===== src/aet_pkg.sv =====
// ----------------------------------------------------------------------------
// aet_pkg: shared types and constants for the expression tokenizer
// Token and error codes, lexer modes, character codes and the result record.
// ----------------------------------------------------------------------------
package aet_pkg;

    localparam int POS_BITS = 16;
    localparam logic [POS_BITS-1:0] POS_MAX = {POS_BITS{1'b1}};

    typedef enum logic [2:0] {
        TK_INTEGER  = 3'd0,
        TK_PLUS     = 3'd1,
        TK_MINUS    = 3'd2,
        TK_MULTIPLY = 3'd3,
        TK_DIVIDE   = 3'd4,
        TK_END      = 3'd5,
        TK_ERROR    = 3'd6
    } tok_kind_t;

    typedef enum logic [1:0] {
        ERR_NONE    = 2'd0,
        ERR_BIG     = 2'd1,
        ERR_BADCHAR = 2'd2
    } err_code_t;

    typedef enum logic [1:0] {
        MODE_IDLE   = 2'd0,
        MODE_NUMBER = 2'd1,
        MODE_UTF8   = 2'd2
    } lex_mode_t;

    localparam logic KIND_BYTE = 1'b0;
    localparam logic KIND_END  = 1'b1;

    localparam logic [7:0] CH_PLUS   = 8'h2B;
    localparam logic [7:0] CH_MINUS  = 8'h2D;
    localparam logic [7:0] CH_STAR   = 8'h2A;
    localparam logic [7:0] CH_SLASH  = 8'h2F;
    localparam logic [7:0] CH_ZERO   = 8'h30;
    localparam logic [7:0] CH_NINE   = 8'h39;
    localparam logic [7:0] CH_SPACE  = 8'h20;
    localparam logic [7:0] CH_TAB    = 8'h09;
    localparam logic [7:0] CH_LF     = 8'h0A;
    localparam logic [7:0] CH_VT     = 8'h0B;
    localparam logic [7:0] CH_FF     = 8'h0C;
    localparam logic [7:0] CH_CR     = 8'h0D;

    localparam logic [7:0] CONT_MASK  = 8'hC0;
    localparam logic [7:0] CONT_VAL   = 8'h80;
    localparam logic [7:0] LEAD2_MASK = 8'hE0;
    localparam logic [7:0] LEAD2_VAL  = 8'hC0;
    localparam logic [7:0] LEAD3_MASK = 8'hF0;
    localparam logic [7:0] LEAD3_VAL  = 8'hE0;
    localparam logic [7:0] LEAD4_MASK = 8'hF8;
    localparam logic [7:0] LEAD4_VAL  = 8'hF0;

    typedef struct packed {
        tok_kind_t   kind;
        logic [15:0] from;
        logic [15:0] to;
        logic [63:0] value;
        err_code_t   err;
        logic        last;
    } result_t;

    function automatic result_t make_result(
        input tok_kind_t          kind,
        input logic [POS_BITS-1:0] from,
        input logic [POS_BITS-1:0] to,
        input logic [63:0]        value,
        input err_code_t          err
    );
        result_t r;
        r.kind  = kind;
        r.from  = 16'(from);
        r.to    = 16'(to);
        r.value = value;
        r.err   = err;
        r.last  = 1'b0;
        return r;
    endfunction

endpackage


===== src/arith_expression_tokenizer_core.sv =====
// ----------------------------------------------------------------------------
// arith_expression_tokenizer_core: byte-stream lexer for integer arithmetic
// A request is registered in the input stage, its results in the result pair.
// Throughput: one request per cycle while token_ready is high; a request giving
//   two results stalls the next one. Set by the single result-pair register.
// Reset: asynchronous, clears lexer state and the valid flags of both stages.
// ----------------------------------------------------------------------------
module arith_expression_tokenizer_core (
    input  logic        clk,
    input  logic        rst_n,
    input  logic        item_valid,
    output logic        item_ready,
    input  logic        kind,
    input  logic [7:0]  text_byte,
    output logic        token_valid,
    input  logic        token_ready,
    output logic [2:0]  token_class,
    output logic [15:0] range_from,
    output logic [15:0] range_to,
    output logic [63:0] token_value,
    output logic [1:0]  error_code,
    output logic        last_of_run
);
    import aet_pkg::*;

    // input stage
    logic                in_valid_reg;
    logic                in_kind_reg;
    logic [7:0]          in_byte_reg;

    // lexer state
    logic [POS_BITS-1:0] pos_reg, pos_next;
    logic [POS_BITS-1:0] start_reg, start_next;
    lex_mode_t           mode_reg, mode_next;
    logic [63:0]         acc_reg, acc_next;
    logic                ovf_reg, ovf_next;
    logic [1:0]          utf_left_reg, utf_left_next;
    logic                halt_reg, halt_next;

    // result pair
    result_t             slot0_reg, slot1_reg;
    logic [1:0]          cnt_reg;

    logic                out_free;
    logic                advance;
    logic                out_fire;

    result_t             r0, r1;
    logic [1:0]          n_res;

    // between-token classification of the current byte
    logic                bt_emit;
    result_t             bt_res;
    lex_mode_t           bt_mode;
    logic [POS_BITS-1:0] bt_start;
    logic [63:0]         bt_acc;
    logic [1:0]          bt_utf;
    logic                bt_halt;

    logic                is_digit;
    logic [3:0]          digit;
    logic [67:0]         acc_x10;
    logic [POS_BITS-1:0] pos_inc;

    assign out_fire   = token_valid && token_ready;
    assign out_free   = (cnt_reg == 2'd0) || ((cnt_reg == 2'd1) && token_ready);
    assign advance    = in_valid_reg && out_free;
    assign item_ready = !in_valid_reg || out_free;

    assign is_digit = (in_byte_reg >= CH_ZERO) && (in_byte_reg <= CH_NINE);
    assign digit    = in_byte_reg[3:0];
    // acc * 10 + d; anything above bit 63 is an overflow
    assign acc_x10  = {1'b0, acc_reg, 3'b000} + {3'b000, acc_reg, 1'b0} + {64'd0, digit};
    assign pos_inc  = (pos_reg == POS_MAX) ? pos_reg : pos_reg + 1'b1;

    always_comb
    begin
        bt_emit  = 1'b0;
        bt_res   = make_result(TK_ERROR, pos_reg, pos_inc, 64'd0, ERR_BADCHAR);
        bt_mode  = MODE_IDLE;
        bt_start = start_reg;
        bt_acc   = '0;
        bt_utf   = utf_left_reg;
        bt_halt  = 1'b0;
        case (in_byte_reg)
            CH_SPACE, CH_TAB, CH_LF, CH_CR, CH_VT, CH_FF:
            begin
            end
            CH_PLUS:
            begin
                bt_emit = 1'b1;
                bt_res  = make_result(TK_PLUS, pos_reg, pos_inc, {56'd0, in_byte_reg}, ERR_NONE);
            end
            CH_MINUS:
            begin
                bt_emit = 1'b1;
                bt_res  = make_result(TK_MINUS, pos_reg, pos_inc, {56'd0, in_byte_reg}, ERR_NONE);
            end
            CH_STAR:
            begin
                bt_emit = 1'b1;
                bt_res  = make_result(TK_MULTIPLY, pos_reg, pos_inc, {56'd0, in_byte_reg},
                                      ERR_NONE);
            end
            CH_SLASH:
            begin
                bt_emit = 1'b1;
                bt_res  = make_result(TK_DIVIDE, pos_reg, pos_inc, {56'd0, in_byte_reg},
                                      ERR_NONE);
            end
            default:
            begin
                if (is_digit)
                begin
                    bt_mode  = MODE_NUMBER;
                    bt_start = pos_reg;
                    bt_acc   = {60'd0, digit};
                end
                else
                begin
                    if ((in_byte_reg & LEAD2_MASK) == LEAD2_VAL)
                        bt_utf = 2'd1;
                    else if ((in_byte_reg & LEAD3_MASK) == LEAD3_VAL)
                        bt_utf = 2'd2;
                    else if ((in_byte_reg & LEAD4_MASK) == LEAD4_VAL)
                        bt_utf = 2'd3;
                    else
                        bt_utf = 2'd0;
                    if (bt_utf == 2'd0)
                    begin
                        bt_emit = 1'b1;
                        bt_halt = 1'b1;
                    end
                    else
                    begin
                        bt_mode  = MODE_UTF8;
                        bt_start = pos_reg;
                    end
                end
            end
        endcase
    end

    always_comb
    begin
        pos_next      = pos_reg;
        start_next    = start_reg;
        mode_next     = mode_reg;
        acc_next      = acc_reg;
        ovf_next      = ovf_reg;
        utf_left_next = utf_left_reg;
        halt_next     = halt_reg;
        r0            = make_result(TK_END, pos_reg, pos_reg, 64'd0, ERR_NONE);
        r1            = r0;
        n_res         = 2'd0;

        if (advance)
        begin
            if (in_kind_reg == KIND_END)
            begin
                if (!halt_reg)
                begin
                    if (mode_reg == MODE_NUMBER)
                    begin
                        r0 = ovf_reg
                           ? make_result(TK_ERROR, start_reg, pos_reg, 64'd0, ERR_BIG)
                           : make_result(TK_INTEGER, start_reg, pos_reg, acc_reg, ERR_NONE);
                        n_res = 2'd1;
                    end
                    else if (mode_reg == MODE_UTF8)
                    begin
                        r0    = make_result(TK_ERROR, start_reg, pos_reg, 64'd0, ERR_BADCHAR);
                        n_res = 2'd1;
                    end
                end
                if (n_res == 2'd1)
                    r1 = make_result(TK_END, pos_reg, pos_reg, 64'd0, ERR_NONE);
                n_res         = n_res + 2'd1;
                pos_next      = '0;
                start_next    = '0;
                mode_next     = MODE_IDLE;
                acc_next      = '0;
                ovf_next      = 1'b0;
                utf_left_next = 2'd0;
                halt_next     = 1'b0;
            end
            else
            begin
                if (!halt_reg)
                begin
                    case (mode_reg)
                        MODE_NUMBER:
                        begin
                            if (is_digit)
                            begin
                                if (acc_x10[67:64] != 4'd0)
                                    ovf_next = 1'b1;
                                else
                                    acc_next = acc_x10[63:0];
                            end
                            else if (ovf_reg)
                            begin
                                r0        = make_result(TK_ERROR, start_reg, pos_reg, 64'd0,
                                                        ERR_BIG);
                                n_res     = 2'd1;
                                halt_next = 1'b1;
                                mode_next = MODE_IDLE;
                                acc_next  = '0;
                                ovf_next  = 1'b0;
                            end
                            else
                            begin
                                // integer closes, then the byte is lexed on its own
                                r0            = make_result(TK_INTEGER, start_reg, pos_reg,
                                                            acc_reg, ERR_NONE);
                                r1            = bt_res;
                                n_res         = bt_emit ? 2'd2 : 2'd1;
                                mode_next     = bt_mode;
                                start_next    = bt_start;
                                acc_next      = bt_acc;
                                ovf_next      = 1'b0;
                                utf_left_next = bt_utf;
                                halt_next     = bt_halt;
                            end
                        end
                        MODE_UTF8:
                        begin
                            halt_next = 1'b1;
                            if ((in_byte_reg & CONT_MASK) == CONT_VAL)
                            begin
                                utf_left_next = utf_left_reg - 2'd1;
                                if (utf_left_reg == 2'd1)
                                begin
                                    r0        = make_result(TK_ERROR, start_reg, pos_inc,
                                                            64'd0, ERR_BADCHAR);
                                    n_res     = 2'd1;
                                    mode_next = MODE_IDLE;
                                end
                                else
                                    halt_next = 1'b0;
                            end
                            else
                            begin
                                // short sequence: this byte is dropped
                                r0            = make_result(TK_ERROR, start_reg, pos_reg,
                                                            64'd0, ERR_BADCHAR);
                                n_res         = 2'd1;
                                mode_next     = MODE_IDLE;
                                utf_left_next = 2'd0;
                            end
                        end
                        default:
                        begin
                            r0            = bt_res;
                            n_res         = bt_emit ? 2'd1 : 2'd0;
                            mode_next     = bt_mode;
                            start_next    = bt_start;
                            acc_next      = bt_acc;
                            ovf_next      = 1'b0;
                            utf_left_next = bt_utf;
                            halt_next     = bt_halt;
                        end
                    endcase
                end
                pos_next = pos_inc;
            end
        end

        r0.last = (n_res == 2'd1);
        r1.last = 1'b1;
    end

    always_ff @(posedge clk or negedge rst_n)
    begin
        if (!rst_n)
        begin
            in_valid_reg <= 1'b0;
            cnt_reg      <= 2'd0;
            pos_reg      <= '0;
            start_reg    <= '0;
            mode_reg     <= MODE_IDLE;
            acc_reg      <= '0;
            ovf_reg      <= 1'b0;
            utf_left_reg <= 2'd0;
            halt_reg     <= 1'b0;
        end
        else
        begin
            if (item_valid && item_ready)
                in_valid_reg <= 1'b1;
            else if (advance)
                in_valid_reg <= 1'b0;

            if (advance)
                cnt_reg <= n_res;
            else if (out_fire)
                cnt_reg <= cnt_reg - 2'd1;

            pos_reg      <= pos_next;
            start_reg    <= start_next;
            mode_reg     <= mode_next;
            acc_reg      <= acc_next;
            ovf_reg      <= ovf_next;
            utf_left_reg <= utf_left_next;
            halt_reg     <= halt_next;
        end
    end

    always_ff @(posedge clk)
    begin
        if (item_valid && item_ready)
        begin
            in_kind_reg <= kind;
            in_byte_reg <= text_byte;
        end

        if (advance)
        begin
            slot0_reg <= r0;
            slot1_reg <= r1;
        end
        else if (out_fire)
            slot0_reg <= slot1_reg;
    end

    assign token_valid = (cnt_reg != 2'd0);
    assign token_class = slot0_reg.kind;
    assign range_from  = slot0_reg.from;
    assign range_to    = slot0_reg.to;
    assign token_value = slot0_reg.value;
    assign error_code  = slot0_reg.err;
    assign last_of_run = slot0_reg.last;

endmodule

===== config.mk =====
export PLATFORM = sky130hd
export DESIGN_NAME = arith_expression_tokenizer_core
export DESIGN_NICKNAME = d
export VERILOG_FILES = /design/src/aet_pkg.sv /design/src/arith_expression_tokenizer_core.sv
export SDC_FILE = /design/constraint.sdc
export NUM_CORES = 1
export LEC_CHECK = 0
export BUFFER_PORTS_ARGS = -buffer_cell sky130_fd_sc_hd__buf_2
export CORE_MARGIN = 10
export CORE_UTILIZATION = 55
export CTS_BUF_LIST = sky130_fd_sc_hd__clkbuf_4 sky130_fd_sc_hd__clkbuf_8
export DETAILED_ROUTE_END_ITERATION = 8
export HOLD_SLACK_MARGIN = 0.02
export PLACE_DENSITY_LB_ADDON = 0.08
export SLEW_MARGIN = 20
export SYNTH_ARGS = -nofsm -noshare
export SYNTH_HDL_FRONTEND = slang
export SYNTH_SLANG_ARGS = --single-unit

===== constraint.sdc =====
create_clock -name clk -period 7.35 [get_ports clk]
set_input_delay 0.735 -clock clk [delete_from_list [all_inputs] [get_ports clk]]
set_output_delay 0.735 -clock clk [all_outputs]
set_load 0.02 [all_outputs]

==> results of run 1 <==
-- worst max path at each step --
stage / slack (ps) / end / cells past startpoint
floorplan: 3590 / acc_reg[25]$_DFFE_PN0P_ / 15
global placement: 2440 / acc_reg[4]$_DFFE_PN0P_ / 14
detailed placement: 2260 / acc_reg[4]$_DFFE_PN0P_ / 14
CTS: 2230 / acc_reg[39]$_DFFE_PN0P_ / 14
global route: 1860 / acc_reg[39]$_DFFE_PN0P_ / 14
finish: 2210 / acc_reg[44]$_DFFE_PN0P_ / 14
-- layer usage --
metal	part of all wire	up-vias
met5	0	-
met4	0.028	0
met3	0.053	87
met2	0.49	410
met1	0.43	6514
li1	-	6490
-- area by class of cell --
cell class | count | share of cell area
Clock buffer | 62 | 0.04151
Clock inverter | 18 | 0.007517
Inverter | 35 | 0.007241
Multi-Input combinational cell | 1303 | 0.4763
Sequential cell | 260 | 0.4014
Tap cell | 390 | 0.02689
Timing Repair Buffer | 133 | 0.03917
-- per-stage QoR --
stage,hold slack [ps],setup WS (ps),instance area (um2),std cells,utilization
global route,164.6,1861,18140,2201,0.6122
floorplan,419.6,3594,16520,1717,-
finish,138.0,2210,18140,2201,0.6122
global placement,484.7,2444,17250,2121,0.5822
detailed placement,491.5,2260,17250,2121,0.5822
CTS,139.6,2229,18140,2201,0.6122
-- power by group --
group          total [uW]  internal, uW  switching, uW  leakage, uW
registers            2170          2000            164      0.00299
clock network        1310           707            605     0.000473
logic                1640           450           1190      0.00461
-- cell usage after synthesis, types with 11 or more instances --
cell type / number / area, um2
sky130_fd_sc_hd__and3_1: 16 / 100.1
sky130_fd_sc_hd__clkbuf_1: 91 / 341.6
sky130_fd_sc_hd__a221oi_1: 22 / 192.7
sky130_fd_sc_hd__nand3_1: 37 / 185.2
sky130_fd_sc_hd__buf_2: 22 / 110.1
sky130_fd_sc_hd__ha_1: 134 / 1677
sky130_fd_sc_hd__a31oi_1: 14 / 87.58
sky130_fd_sc_hd__nand4_1: 32 / 200.2
sky130_fd_sc_hd__o21ai_0: 130 / 650.6
sky130_fd_sc_hd__a311oi_1: 17 / 148.9
sky130_fd_sc_hd__a21o_1: 40 / 300.3
sky130_fd_sc_hd__o21a_1: 13 / 97.59
sky130_fd_sc_hd__a22o_1: 66 / 578.1
sky130_fd_sc_hd__a21oi_1: 141 / 705.7
sky130_fd_sc_hd__edfxtp_1: 155 / 4654
sky130_fd_sc_hd__nor3_1: 35 / 175.2
sky130_fd_sc_hd__xor2_1: 28 / 245.2
sky130_fd_sc_hd__inv_1: 35 / 131.4
sky130_fd_sc_hd__nand2_1: 198 / 743.2
sky130_fd_sc_hd__dfrtp_1: 105 / 2628
sky130_fd_sc_hd__o21bai_1: 11 / 82.58
sky130_fd_sc_hd__o211ai_1: 16 / 120.1
sky130_fd_sc_hd__o31ai_1: 14 / 105.1
sky130_fd_sc_hd__and2_1: 68 / 425.4
sky130_fd_sc_hd__nor2_1: 103 / 386.6
sky130_fd_sc_hd__xnor2_1: 43 / 376.6
-- cell families after synthesis --
| kind of cell | Yosys count | share of synthesized area |
|---|---|---|
| AO/OA/AOI/OAI | 546 | 0.2180 |
| AND/OR/NAND/NOR | 538 | 0.1556 |
| other | 1 | 0.0002271 |
| adder cells (fa/ha/maj) | 136 | 0.1040 |
| multiplexers | 9 | 0.005911 |
| XOR/XNOR | 71 | 0.03766 |
| buffers and inverters | 154 | 0.03759 |
| flip-flops | 260 | 0.4410 |
-- worst max-delay path, cell delays in order (launching register included) --
cell                       delay (ps)
sky130_fd_sc_hd__edfxtp_1         430
sky130_fd_sc_hd__inv_1            140
sky130_fd_sc_hd__fa_1             540
sky130_fd_sc_hd__fa_1             450
sky130_fd_sc_hd__nand2b_1         190
sky130_fd_sc_hd__a21oi_1          200
sky130_fd_sc_hd__o21ai_0          160
sky130_fd_sc_hd__a31oi_1          370
sky130_fd_sc_hd__o21ai_2          170
sky130_fd_sc_hd__o211ai_1         240
sky130_fd_sc_hd__mux2i_1          300
sky130_fd_sc_hd__nand4_1          290
sky130_fd_sc_hd__nor3_4           780
sky130_fd_sc_hd__buf_4            560
sky130_fd_sc_hd__a22o_1           220
==> run summary, run 1 <==
The number of enable flip-flop cells after synthesis came out at 155. The area used by multi-input combinational logic came out at a little under 0.009 mm2. The clock latency on the worst-skew pair is approximately 580 ps. The worst register-to-register path has a depth of 14.

The share of async-settable or async-resettable flops after synthesis is 0.4038. The netlist uses between 70 and 80 different library cells. For this run, global-route usage on met3 was measured as 0.03613. The wire length per cell is 19.79 um.

Timing would allow up to 194.5 MHz. Setup repair after global routing left no endpoint under its margin. The total number of clock tree sinks is 260. For this run, the leading register cell type out of synthesis is sky130_fd_sc_hd__edfxtp_1. The required time at the endpoint of the critical path came out at 7840 ps. The class of the most critical hold timing path is in2async.

The worst setup slack for register-to-register paths is about 2200 ps. The post-CTS setup buffer count is 0. TritonCTS built the clock tree.

Leaving out fill and tap cells, the most frequent cells in the layout are 198 x sky130_fd_sc_hd__nand2_1, 155 x sky130_fd_sc_hd__edfxtp_1, 141 x sky130_fd_sc_hd__a21oi_1, 134 x sky130_fd_sc_hd__ha_1, 129 x sky130_fd_sc_hd__o21ai_0. From bottom edge to top edge, the die measures 193.3 um. The kind of start point of the critical path is a flop. The number of buffers added by the clock tree synthesis step came out at 43. The total setup violations reported at the end of the flow is 0. The I/O pin count came out at 117. The number of nets with antenna violations after routing is 0.

The total standard cell area after synthesis is 0.01651 mm2. Max-cap violations in this run came to 0. The met1 usage is 0.2850. The area of the core region came out at 0.02964 mm2. The overall die area is between 0.03 and 0.04 mm2. The number of nets in the layout is 1,925. The post-detailed-route DRC marker count came out at 0. The final count of pins violating max slew is 0. A synthesized cell averages 9.627 um2.

The transition time of the tightest slew-check pin came out at 984.8 ps. The number of instances in the synthesized netlist is 1,715. The sequential area share after synthesis is 0.4410. The via density per instance is 6.134. Along the worst path, the maximum fanout reaches 41.

The analysis attributes to cell leakage a power of 0.008072 uW. The number of warnings issued by yosys is 0. The routing usage on met2 is 0.3809. The setup total negative slack came out at 0 ps. The number of buffers inserted for hold repair after clock tree synthesis is 0. The worst clock skew is around 30 ps. The number of hold violations in the final report was 0. The register bit count reported by yosys is 260. The total power is 5120 uW.

The global-route wire length before repair is 71.26 mm. Entering global routing, the biggest net connects 71 pins. The via count of the first global-routing pass is 13,560. The origin of the critical flop-to-flop path is in_byte_reg[3]$_DFFE_PP_. The die extent in x is about 190 um. The clock tree synthesis step divided the H-tree into 2 levels. The most crowded layer after global routing is met2. The library cell used most frequently in the layout, excluding fill and tap cells, is sky130_fd_sc_hd__nand2_1.

The final wirelength came out at approximately 44 mm. Across the VDD grid, the largest voltage drop is ~0.18 mV. The number of buffers between clock root and the deepest sink came out at 3.

The number of resized instances in the post-cts repair step is 0. The initial antenna violation count came out at 0. The clock edge transition at the registers on the reported setup and hold paths is 70 ps. The number of buffers inserted by port buffering is 116. STA classifies the critical path endpoint as a flop. Routability-driven placement finished with a final weighted congestion of 0.9136.

Across every metal layer, demand over resource in global routing totals 0.2249. The remaining max-slew budget at the tightest pin came out at 0.3435. After the first detailed-routing iteration, the DRC count stood at 1,048.

Detailed placement ended at an HPWL of 30.62 mm. The power density of the placed cells is about 280 mW/mm2. The pre-antenna-repair detailed-routing pass consisted of 8 iterations.

The endpoint identified for the worst register-to-register timing path is acc_reg[44]$_DFFE_PN0P_. The final cycle utilization of the critical path came out at 0.6993. The arrival time at the worst endpoint is 5630 ps. The repair_antennas step left the layout with diodes totalling 0. The starting density of the core came out at 0.5571. The flow ran to the end, and the final reports show no timing, DRC or antenna violations. The sequential cell area in the final layout came out at 0.007282 mm2.

The filler cell count in the final layout came out at between 2,000 and 3,000. The clock period minus final worst setup slack is 5140 ps. The category of the most critical setup path is reg2reg. The floorplan row count is 63. In the final layout, the share of cells above drive strength 1 is 0.1325. The routed layout has 13,500 vias.

In this run the clock root is driven by a sky130_fd_sc_hd__clkbuf_8. The critical path starts at in_byte_reg[3]$_DFFE_PP_. The overall overflow remaining after global route is 0. The layout-stage area growth over the synthesis result came out at 9.890%.
(Power assumes the default switching activity.)
==> run 2, diff against run 1 <==
- ABC_AREA: default -> 1
- clock period: 7.35 -> 4.4 ns (I/O delays scaled with it)
==> run 2 against run 1 <==
Sequential share of layout area is 5.3 points lower. Critical endpoint unchanged. Design area up 15%. First-iteration DRC count is 39% higher. Clock skew grew 12 ps. Critical path depth increased by 8. Core utilization increased by 0.72 points.
==> run summary, run 2 <==
The run finished with clean final reports. The area used by multi-input combinational logic is 0.009863 mm2 (+14%). The average cell area after synthesis is 7.497 um2 (-22%). The die outline height came out at 205.7 um (+6.4%). The starting density of the core came to 0.5615 (+0.004385). The top fanout value on the critical path was 64 (+56%).

By startpoint and endpoint, the worst setup path is classified as reg2reg. The power density of the placed cells is 473.3 mW/mm2 (+68%). The class of the most critical hold timing path is in2reg. The I/O pin count is 117 (unchanged). The initial antenna violation count was 0 (unchanged). The number of H-tree branching levels was 2 (unchanged). The share of async-settable or async-resettable flops after synthesis came out at 0.4038 (unchanged). The total setup violations reported at the end of the flow is 0 (unchanged).

The required time at the endpoint of the critical path is 4890 ps (-2950 ps). The final cycle utilization of the critical path came out at 0.8698 (+0.1705). The worst clock skew is 41.37 ps (+11.50 ps).

The register bit count reported by yosys came to 260 (unchanged). The clock edge transition at the registers on the reported setup and hold paths came to 60 ps (about the same). The transition time of the tightest slew-check pin came out at 1103 ps (+117.8 ps). The setup total negative slack came to 0 ps (unchanged). The kind of start point of the critical path is a flop. The highest attainable clock frequency came out at 261.3 MHz (+34%).

The dominant register cell in the synthesized netlist is sky130_fd_sc_hd__edfxtp_1. The remaining max-slew budget at the tightest pin came out at 0.2642 (-0.07932). The static leakage came to 0.01031 uW (+28%). Setup repair after global routing left no endpoint under its margin. The all-layer global routing usage is 0.2673 (+0.04235). The count of buffering cells on the critical path with inverters included is 2 (unchanged). The post-CTS setup buffer count came out at 0 (unchanged).

The largest voltage drop on the vdd net came to 0.4609 mV (+160%). The number of max-capacitance violations reported came out at 0 (unchanged). The HPWL reported at the end of detailed placement came to 42.37 mm (+38%).

The floorplan row count was 67 (+6.3%). The overall die area came out at 0.04232 mm2 (+13%). The number of buffers between clock root and the deepest sink is 3 (unchanged). The cell count after placement is 3,036 (+43%). The number of buffers inserted by port buffering was 116 (unchanged). The cell family contributing the most delay on the critical path is simple AND/OR/NAND/NOR gates.

The number of vias after detailed routing is 17,370 (+29%). The arrival time at the worst endpoint came to 4310 ps (-1320 ps). The post-detailed-route DRC marker count is 0 (unchanged). The layout-stage area growth over the synthesis result is 10.32%. The number of DRC markers in iteration 0 is 1,455 (+39%).

The number of hold violations in the final report came out at 0 (unchanged). The most common cell in the synthesized netlist is sky130_fd_sc_hd__nand2_1. The wire length per cell came out at 18.15 um (-8.3%). The number of buffers added by the clock tree synthesis step came out at 43 (unchanged). The pin count of the biggest net entering global routing came out at 65 (-8.5%).

The number of instances in the synthesized netlist is 2,530 (+48%). The sequential cell area in the final layout came out at 0.007282 mm2 (unchanged). The total standard cell area after synthesis was 0.01897 mm2 (+15%). The number of enable flip-flop cells after synthesis came out at 155 (unchanged). The worst setup path is captured at a flop. The signal on the critical path passes through ha_1, ha_1, inv_1, fa_1, inv_1, nand3_1, nand2_1, nand2_1, nand2_2, nand2_1, nand2_1, nand2_1, nand2_2, nand2_2, nand3_2, nand2_2, nor2_4, nand2_4, nand2_8, nand2_8, nand2_2, nand2_1.

The global-route wire length before repair came to 90.36 mm (+27%). The number of nets in the layout is 2,792 (+45%). By count the netlist is led by 637 x sky130_fd_sc_hd__nand2_1, 351 x sky130_fd_sc_hd__inv_1, 255 x sky130_fd_sc_hd__nor2_1. Leaving out fill and tap cells, the most frequent cell in the layout is sky130_fd_sc_hd__nand2_1. The via density per instance came out at 5.558 (-9.4%). The final count of pins violating max slew is 0 (unchanged). By instance count, the cell type seen most on the critical path is sky130_fd_sc_hd__nand2_1. The overall overflow remaining after global route came out at 0 (unchanged).

The number of nets with antenna violations after routing was 0 (unchanged). The number of buffers inserted for hold repair after clock tree synthesis is 10 (+10). The via count of the first global-routing pass is 16,850 (+24%). The diode insertion count for antenna repair came out at 0 (unchanged).

The routability congestion estimate from global placement came out at 0.9933 (+8.7%). The number of non-filler instances in the completed layout is 3,126 (+42%). The number of unique standard cell types used by synthesis was 54 (-27%). The clock period minus final worst setup slack is 3827 ps (-1313 ps). By area the synthesized netlist is led by sky130_fd_sc_hd__edfxtp_1 25%, sky130_fd_sc_hd__dfrtp_1 14%, sky130_fd_sc_hd__nand2_1 13%, sky130_fd_sc_hd__ha_1 8.8%, sky130_fd_sc_hd__inv_1 6.9%. The sequential area share after synthesis is 0.3839 (-0.05714). For this design, the slowest cell found on the critical path is sky130_fd_sc_hd__edfxtp_1. The number of detailed-route iterations in the first pass came out at 6 (-2). The number of resized instances in the post-cts repair step came out at 0 (unchanged). The filler cell count in the final layout is 3,094 (+17%).

The clock latency on the worst-skew pair came out at 640 ps (+60 ps). The share of final-layout standard cells stronger than drive strength 1 is 0.1415 (+0.009000). Of all cell types, the one taking the most synthesized area is sky130_fd_sc_hd__edfxtp_1. TritonCTS built the clock tree. The final wirelength came out at 56.73 mm (+30%). The die extent in x came to 205.7 um (+6.4%). In the layout the commonest cells are 637 x sky130_fd_sc_hd__nand2_1, 351 x sky130_fd_sc_hd__inv_1, 252 x sky130_fd_sc_hd__nor2_1, 155 x sky130_fd_sc_hd__edfxtp_1, 146 x sky130_fd_sc_hd__a21oi_1.

The total number of clock tree sinks came to 260 (unchanged). The cell sitting at the root of the clock tree is a sky130_fd_sc_hd__clkbuf_8. The highest cell delay on the worst timing path came out at 470 ps (-310 ps). The area of the core region came out at 0.03378 mm2 (+14%).

The number of warnings issued by yosys is 0 (unchanged). The area fraction of the dominant cell type after synthesis is 0.2454 (-0.03652).
==> run 2: cell types whose count changed in the layout (fill, tap and decap cells not counted), sizes merged, moves of 17 or more <==
cell	before	now
nand3	37	120
and2	68	3
xnor2	43	23
o21ai	143	122
a221oi	24	0
nand2	199	727
nor4	8	26
a22o	66	0
nor2	103	273
a21o	40	3
inv	37	373
a311oi	17	0
nand4	32	60
==> run 2: final timing paths <==
| path | start | to | slack, ps | cells after the start |
|---|---|---|---|---|
| max | in_byte_reg[2]$_DFFE_PP_ | acc_reg[44]$_DFFE_PN0P_ | 570 | 22 |
| min | item_valid | in_valid_reg$_DFFE_PN0P_ | 60 | 3 |
| max reg2reg | in_byte_reg[2]$_DFFE_PP_ | acc_reg[44]$_DFFE_PN0P_ | 570 | 22 |
| min reg2reg | slot1_reg[99]$_SDFFCE_PP1P_ | token_class[0]$_DFFE_PP_ | 520 | 2 |
| max in group asynchronous | rst_n | acc_reg[48]$_DFFE_PN0P_ | 3150 | 3 |
| min in group asynchronous | rst_n | acc_reg[2]$_DFFE_PN0P_ | 260 | 2 |
==> run 2: kinds of logic (layout without fill, tap and decap cells) <==
logic type / after synthesis / in the layout / share of synthesized area
buf+inv: 460 / 606 / 0.09828
simple gates: 1246 / 1246 / 0.2904
other cells: 1 / 3 / 0.0001977
compound gates: 374 / 374 / 0.1121
flops: 260 / 260 / 0.3839
fa+ha+maj: 136 / 136 / 0.09050
mux: 1 / 1 / 0.0005936
xor+xnor: 52 / 52 / 0.02401
==> run 2: layer usage <==
metal / vias to the layer above / wire length (um) / global-route usage
met4: 0 / 1866 / 0.1063
met2: 630 / 27250 / 0.4461
li1: 8537 / - / -
met5: - / 0 / 0
met1: 8082 / 24030 / 0.3423
met3: 124 / 3583 / 0.03931
==> run 2: final cells by class <==
| type | count | area share |
|---|---|---|
| timing repair buffer | 154 | 0.04269 |
| inverter | 372 | 0.06673 |
| tap | 448 | 0.02679 |
| clock inverter | 9 | 0.005202 |
| multi-input combinational | 1812 | 0.4714 |
| clock buffer | 71 | 0.03922 |
| sequential | 260 | 0.3480 |
==> run 2: worst min-delay path: stages <==
cell and delay [ps]:
sky130_fd_sc_hd__buf_2 80, sky130_fd_sc_hd__nand2_1 70, sky130_fd_sc_hd__nand2_1 60
==> run 2: metrics by stage <==
| stage | hold slack [ps] | area [um2] | power (uW) | util | worst slack, ps |
|---|---|---|---|---|---|
| 2_1_floorplan | 144.4 | 18980 | 6505 | - | 435.1 |
| 3_3_place_gp | 345.3 | 19900 | 7509 | 0.5889 | 684.2 |
| 3_5_place_dp | 345.1 | 19900 | 7594 | 0.5889 | 563.9 |
| 4_1_cts | 51.37 | 20930 | 9931 | 0.6194 | 550.6 |
| 5_1_grt | 86.57 | 20930 | 10460 | 0.6194 | 256.9 |
| 6_report | 64.39 | 20930 | 9905 | 0.6194 | 572.7 |
==> run 2: where the power goes <==
| group | internal (uW) | switching, uW | leakage (uW) | total, uW |
|---|---|---|---|---|
| Clock | 1300 | 1010 | 0.000500 | 2320 |
| Sequential | 3620 | 345 | 0.00297 | 3970 |
| Combinational | 942 | 2680 | 0.00684 | 3620 |
